File: src/hw/rtl/assert_macros.svh
// ---------------------------------------------------------------------------
// Assertion macros
// Shared concurrent assertion helpers for the RTL of this block.
// ---------------------------------------------------------------------------
`ifndef ASSERT_MACROS_SVH
`define ASSERT_MACROS_SVH

// Property must hold at every clock edge outside reset.
`define ASSERT_CLK(label, clk, rst, prop, msg) \
   label: assert property (@(posedge clk) disable iff (rst) (prop)) else $error(msg);

// Expression must never be true outside reset.
`define ASSERT_NEVER(label, clk, rst, expr, msg) \
   label: assert property (@(posedge clk) disable iff (rst) !(expr)) else $error(msg);

`endif

File: src/hw/rtl/bbcw_pkg.sv
// ---------------------------------------------------------------------------
// bbcw_pkg
// Types and fixed constants shared by the clamped-window box blur.
// ---------------------------------------------------------------------------
`timescale 1ns / 1ps
`default_nettype none

package bbcw_pkg;

   // fixed field widths
   localparam int DATA_BITS  = 16;   // channel in/out width
   localparam int POS_BITS   = 10;   // out_column / out_row width
   localparam int ROW_BITS   = 11;   // frame row counter incl. flush rows
   localparam int MAX_HEIGHT = 1024;
   localparam int CFG_BITS   = 11;   // width/height register width
   localparam int RAD_BITS   = 4;    // radius register width

   // controller -> datapath
   typedef struct packed {
      logic capture;     // latch transaction payload
      logic update;      // write column sum and row store
      logic out_init;    // set first/last output column
      logic sum_start;   // begin horizontal sum of one window
      logic div_start;   // begin division by clipped count
      logic out_load;    // load result register
      logic next_ox;     // step to next output column
      logic advance;     // step input position
   } bbcw_cmd_type;

   // datapath -> controller
   typedef struct packed {
      logic ignore;      // padding during image rows
      logic has_out;     // this position releases results
      logic ox_last;     // current output column is the last one
      logic sum_busy;
      logic div_busy;
      logic out_free;    // result register can take a new value
   } bbcw_status_type;

endpackage

`default_nettype wire

File: src/hw/rtl/bbcw_ctrl.sv
// ---------------------------------------------------------------------------
// bbcw_ctrl
// Controller: sequences one transaction through update, window sums,
// division and result hand-off.
// ---------------------------------------------------------------------------
`timescale 1ns / 1ps
`default_nettype none
`include "assert_macros.svh"

module bbcw_ctrl (
   input  wire logic                       clock,
   input  wire logic                       reset,
   input  wire logic                       req_valid,
   output logic                            req_stall,
   output bbcw_pkg::bbcw_cmd_type          cmd,
   input  wire bbcw_pkg::bbcw_status_type  status
);
   import bbcw_pkg::*;

   typedef enum logic [2:0] {
      ST_IDLE,
      ST_CHECK,
      ST_UPDATE,
      ST_HSTART,
      ST_HSUM,
      ST_DIVIDE,
      ST_OUTPUT,
      ST_ADVANCE
   } state_type;

   state_type state_ff, state_in;

   // next state and commands
   always_comb begin
      state_in = state_ff;
      cmd      = '0;
      case (state_ff)
         ST_IDLE: begin
            if (req_valid) begin
               cmd.capture = 1'b1;
               state_in    = ST_CHECK;
            end
         end
         ST_CHECK: begin
            // memory reads for the update are issued here
            state_in = status.ignore ? ST_IDLE : ST_UPDATE;
         end
         ST_UPDATE: begin
            cmd.update   = 1'b1;
            cmd.out_init = 1'b1;
            state_in     = status.has_out ? ST_HSTART : ST_ADVANCE;
         end
         ST_HSTART: begin
            cmd.sum_start = 1'b1;
            state_in      = ST_HSUM;
         end
         ST_HSUM: begin
            if (!status.sum_busy) begin
               cmd.div_start = 1'b1;
               state_in      = ST_DIVIDE;
            end
         end
         ST_DIVIDE: begin
            if (!status.div_busy) state_in = ST_OUTPUT;
         end
         ST_OUTPUT: begin
            if (status.out_free) begin
               cmd.out_load = 1'b1;
               if (status.ox_last) begin
                  state_in = ST_ADVANCE;
               end else begin
                  cmd.next_ox = 1'b1;
                  state_in    = ST_HSTART;
               end
            end
         end
         ST_ADVANCE: begin
            cmd.advance = 1'b1;
            state_in    = ST_IDLE;
         end
         default: state_in = ST_IDLE;
      endcase
   end

   always_ff @(posedge clock) begin
      if (reset) begin
         state_ff <= ST_IDLE;
      end else begin
         state_ff <= state_in;
      end
   end

   assign req_stall = (state_ff != ST_IDLE);

   `ASSERT_CLK(a_load_free, clock, reset, cmd.out_load |-> status.out_free, "result overwritten")
   `ASSERT_CLK(a_accept_check, clock, reset,
      (state_ff == ST_IDLE && req_valid) |=> (state_ff == ST_CHECK), "accept not checked")
   `ASSERT_CLK(a_sum_runs, clock, reset, cmd.sum_start |=> status.sum_busy, "sum did not start")
   `ASSERT_NEVER(a_div_overlap, clock, reset, cmd.div_start && status.div_busy,
      "divider restarted while busy")

endmodule

`default_nettype wire

File: config.mk
export PLATFORM = sky130hd
export DESIGN_NAME = bbcw_ctrl
export DESIGN_NICKNAME = d
export VERILOG_FILES = /design/src/hw/rtl/bbcw_pkg.sv /design/src/hw/rtl/bbcw_ctrl.sv
export VERILOG_INCLUDE_DIRS = /design/src /design/src/hw/rtl
export SDC_FILE = /design/constraint.sdc
export NUM_CORES = 1
export LEC_CHECK = 0
export ABC_AREA = 1
export BUFFER_PORTS_ARGS = -buffer_cell sky130_fd_sc_hd__buf_2
export CAP_MARGIN = 30
export CORE_AREA = 2 2 39 41
export DETAILED_ROUTE_END_ITERATION = 7
export DIE_AREA = 0 0 41 43
export GPL_TIMING_DRIVEN = 0
export SYNTH_ARGS = -nofsm -noshare
export SYNTH_HDL_FRONTEND = slang
export SYNTH_SLANG_ARGS = --single-unit
File: constraint.sdc
create_clock -name clock -period 1.1 [get_ports clock]
set_input_delay 0.11 -clock clock [delete_from_list [all_inputs] [get_ports clock]]
set_output_delay 0.11 -clock clock [all_outputs]
set_load 0.005 [all_outputs]
==> metrics.md <==
| Metric | Value |
|---|---|
| Core Util, Final | 0.418 |
| Wire length per cell | 9.02 um |
| Antenna diodes | 0 |
| Critical Path End Type | output pin |
| Initial DRC count | 14 |
| Critical setup path kind | reg -> out |
| Worst-Skew Late Latency | 230 ps |
| Fin. max-slew vios | 0 |
| H-Tree Depth | 1 |
| Hold Fails Final Rpt | 0 |
| Die Span Y | ~43 um |
| RSZ-0062 raised after global routing | yes |
| Global route total overflow | 0 |
| Number of fill cells in the layout | 141 |
| Share of flip-flops with an asynchronous set or reset | 0 |
| Critical path's largest stage delay | 390 ps |
| CTS buffer count | 3 |
| Final critical-path required period | 1160 ps |
| Area growth from synthesis to layout | 114% |
| Worst EP arrival | 1050 ps |
| HP Class | in -> reg |
| Post-synth EDFFs | 0 |
| Final ANT Viol Nets | 0 |
| Worst-margin pin slew | around 170 ps |
| DR vias/cell | 4.23 |
| TritonCTS clock tree | yes |
| Vias in the first global route | 358 |
| Post-DP Area | 375 sq um |
| Largest net degree at the start of global routing | 8 |
| Die width | slightly above 40 um |
| Synth top area cells | dfxtp_1 (22%), nand3_1 (17%), nand2_1 (14%) |
| Reg clk slew, reported paths | ~30 ps |
| Peak VDD IR | 0.730 mV |
| Hold_buf cts | 0 |
| Synth cell count leaders | nand2_1 (10), nand3_1 (9), inv_1 (8), nor2_1 (7) |
| Drt total wl | 884 um |
| Placer Congestion | 0.783 |
| Top_reg_cell synth | dfxtp_1 |
| Largest registers | state_ff: 3 flops |
| Buffers and inverters on the worst path | 4 |
| Final worst clock skew | 1.55 ps |
| Clock Tree Buf Depth | 2 |
| Initial core utilization | 0.195 |
| Core area | 0.00138 sq mm |
| Cell count after synthesis | 50 |
| Share of the synthesized area in the top cell type | 0.222 |
| Sequential fraction of the synthesis area | 0.222 |
| Layout cells sized above 1 | 0.622 |
| Total track usage | 0.112 |
| Worst EP required | 990 ps |
| Startpoint Class | flop |
| Status | complete, but fails checks |
| Routed via count | 415 |
| Final non-filler cell area | 578 sq um |
| Final nets | slightly above 90 |
| Sink Count | 3 |
| IO buf count | 17 |
| Power Density | 1230 mW/mm^2 |
| Pwr Total | 713 uW |
| HPWL after detailed placement | 584 um |
| First-pass GRT wire length | 1.37 mm |
| Mapped Area | 270 sq um |
| Flops & latches, synth | 3 |
| Syn Area/Cell | 5.41 sq um |
| TritonRoute pass-1 iters | 4 |
| DRC Markers | 0 |
| Cell with the most instances after synthesis | nand2_1 |
| Crit-path leading delay family | flip-flops |
| Slew HR | 0.890 |
| Row count | 14 |
| Initial antenna violation count | 0 |
| Ys Warns | 0 |
| Leakage power total | 0.315 nW |
| Max frequency | 861 MHz |
| Final worst slack | -61.7 ps |
| Post-synth top area cell | dfxtp_1 |
| Final setup viols | 7 |
| Reg with most FFs | state_ff |
| Root buf cell | clkbuf_4 |
| Max reg flops | 3 |
| Die Area | about 0.0018 sq mm |
| Number of I/O pins | 18 |
| Fin crit share | 1.06 |
| CP max FO | 5 |
| Violated checks | negative setup slack |
| Syn Nets | 59 |
| CP cell instances | inv_4, nor2_4, nand2_2, inv_2, buf_6, buf_6 |
| CP most frequent cell | buf_6 |
| Distinct cells, synth | 12 |
| Slowest CP cell | dfxtp_4 |
| Maxcap violations | 0 |
## layout make-up
class / count / area, sq um / area share
plain buffers: 1 / 11.3 / 0.0195
flip-flops and latches: 3 / 71.3 / 0.123
well taps: 16 / 20.0 / 0.0346
repair buffers: 28 / 191 / 0.331
clock buffers: 4 / 26.3 / 0.0455
multi-input cells: 35 / 209 / 0.361
inverters: 11 / 48.8 / 0.0844
## power by group
group,switching (mW),internal [mW]
registers,0.0512,0.134
logic,0.161,0.179
clock network,0.0520,0.136
## metrics by stage
| stage | hold slack (ps) | instances | setup TNS, ps | setup slack [ps] |
|---|---|---|---|---|
| after floorplan | 179 | 50 | 0 | 144 |
| after global placement | 306 | 83 | -24.2 | -15.5 |
| after detailed placement | 306 | 83 | -68.7 | -41.3 |
| after CTS | 48.5 | 94 | -217 | -55.1 |
| after global routing | 58.6 | 98 | -776 | -118 |
| final | 54.6 | 98 | -196 | -61.7 |
## cell usage in the layout, fill, tap and decap left out, drive strengths merged
cell	count
dfxtp	3
a21oi	3
nand4	2
buf	29
nand3	9
inv	11
nand2	10
nor2	8
nor3	3
clkbuf	4
## layer usage
metal  vias up  routed length, um  share of wire  global-route usage
li1        223                  -              -                   -
met4         0                  0              0              0.0933
met1       185                375           0.42               0.137
met2         7                488           0.55               0.172
met3         0                 21          0.024                   0
met5         -                  0              0                   0
## final timing paths
kind | start | end | slack, ps | cells past startpoint
hold / removal | reset | state_ff[2] | 50 | 2
hold reg to reg | state_ff[2] | state_ff[0] | 560 | 2
setup reg to reg | state_ff[1] | state_ff[2] | -30 | 8
setup / recovery | state_ff[1] | cmd[6] | -60 | 6
## cells by family after synthesis
logic type	Yosys count	synth area share
buffers and inverters	12	0.181
AOI/OAI and AO/OA	3	0.0695
DFF	3	0.222
and+or+nand+nor	32	0.528
## timing repair
action                                 in CTS  in global routing
resized for setup                          15                 13
buffers inserted                            7                  4
pin swaps                                   2                  5
setup endpoints to repair                  11                 11
endpoints found under the hold margin       0                  0
Note: power is estimated with default switching activity, not from simulation.
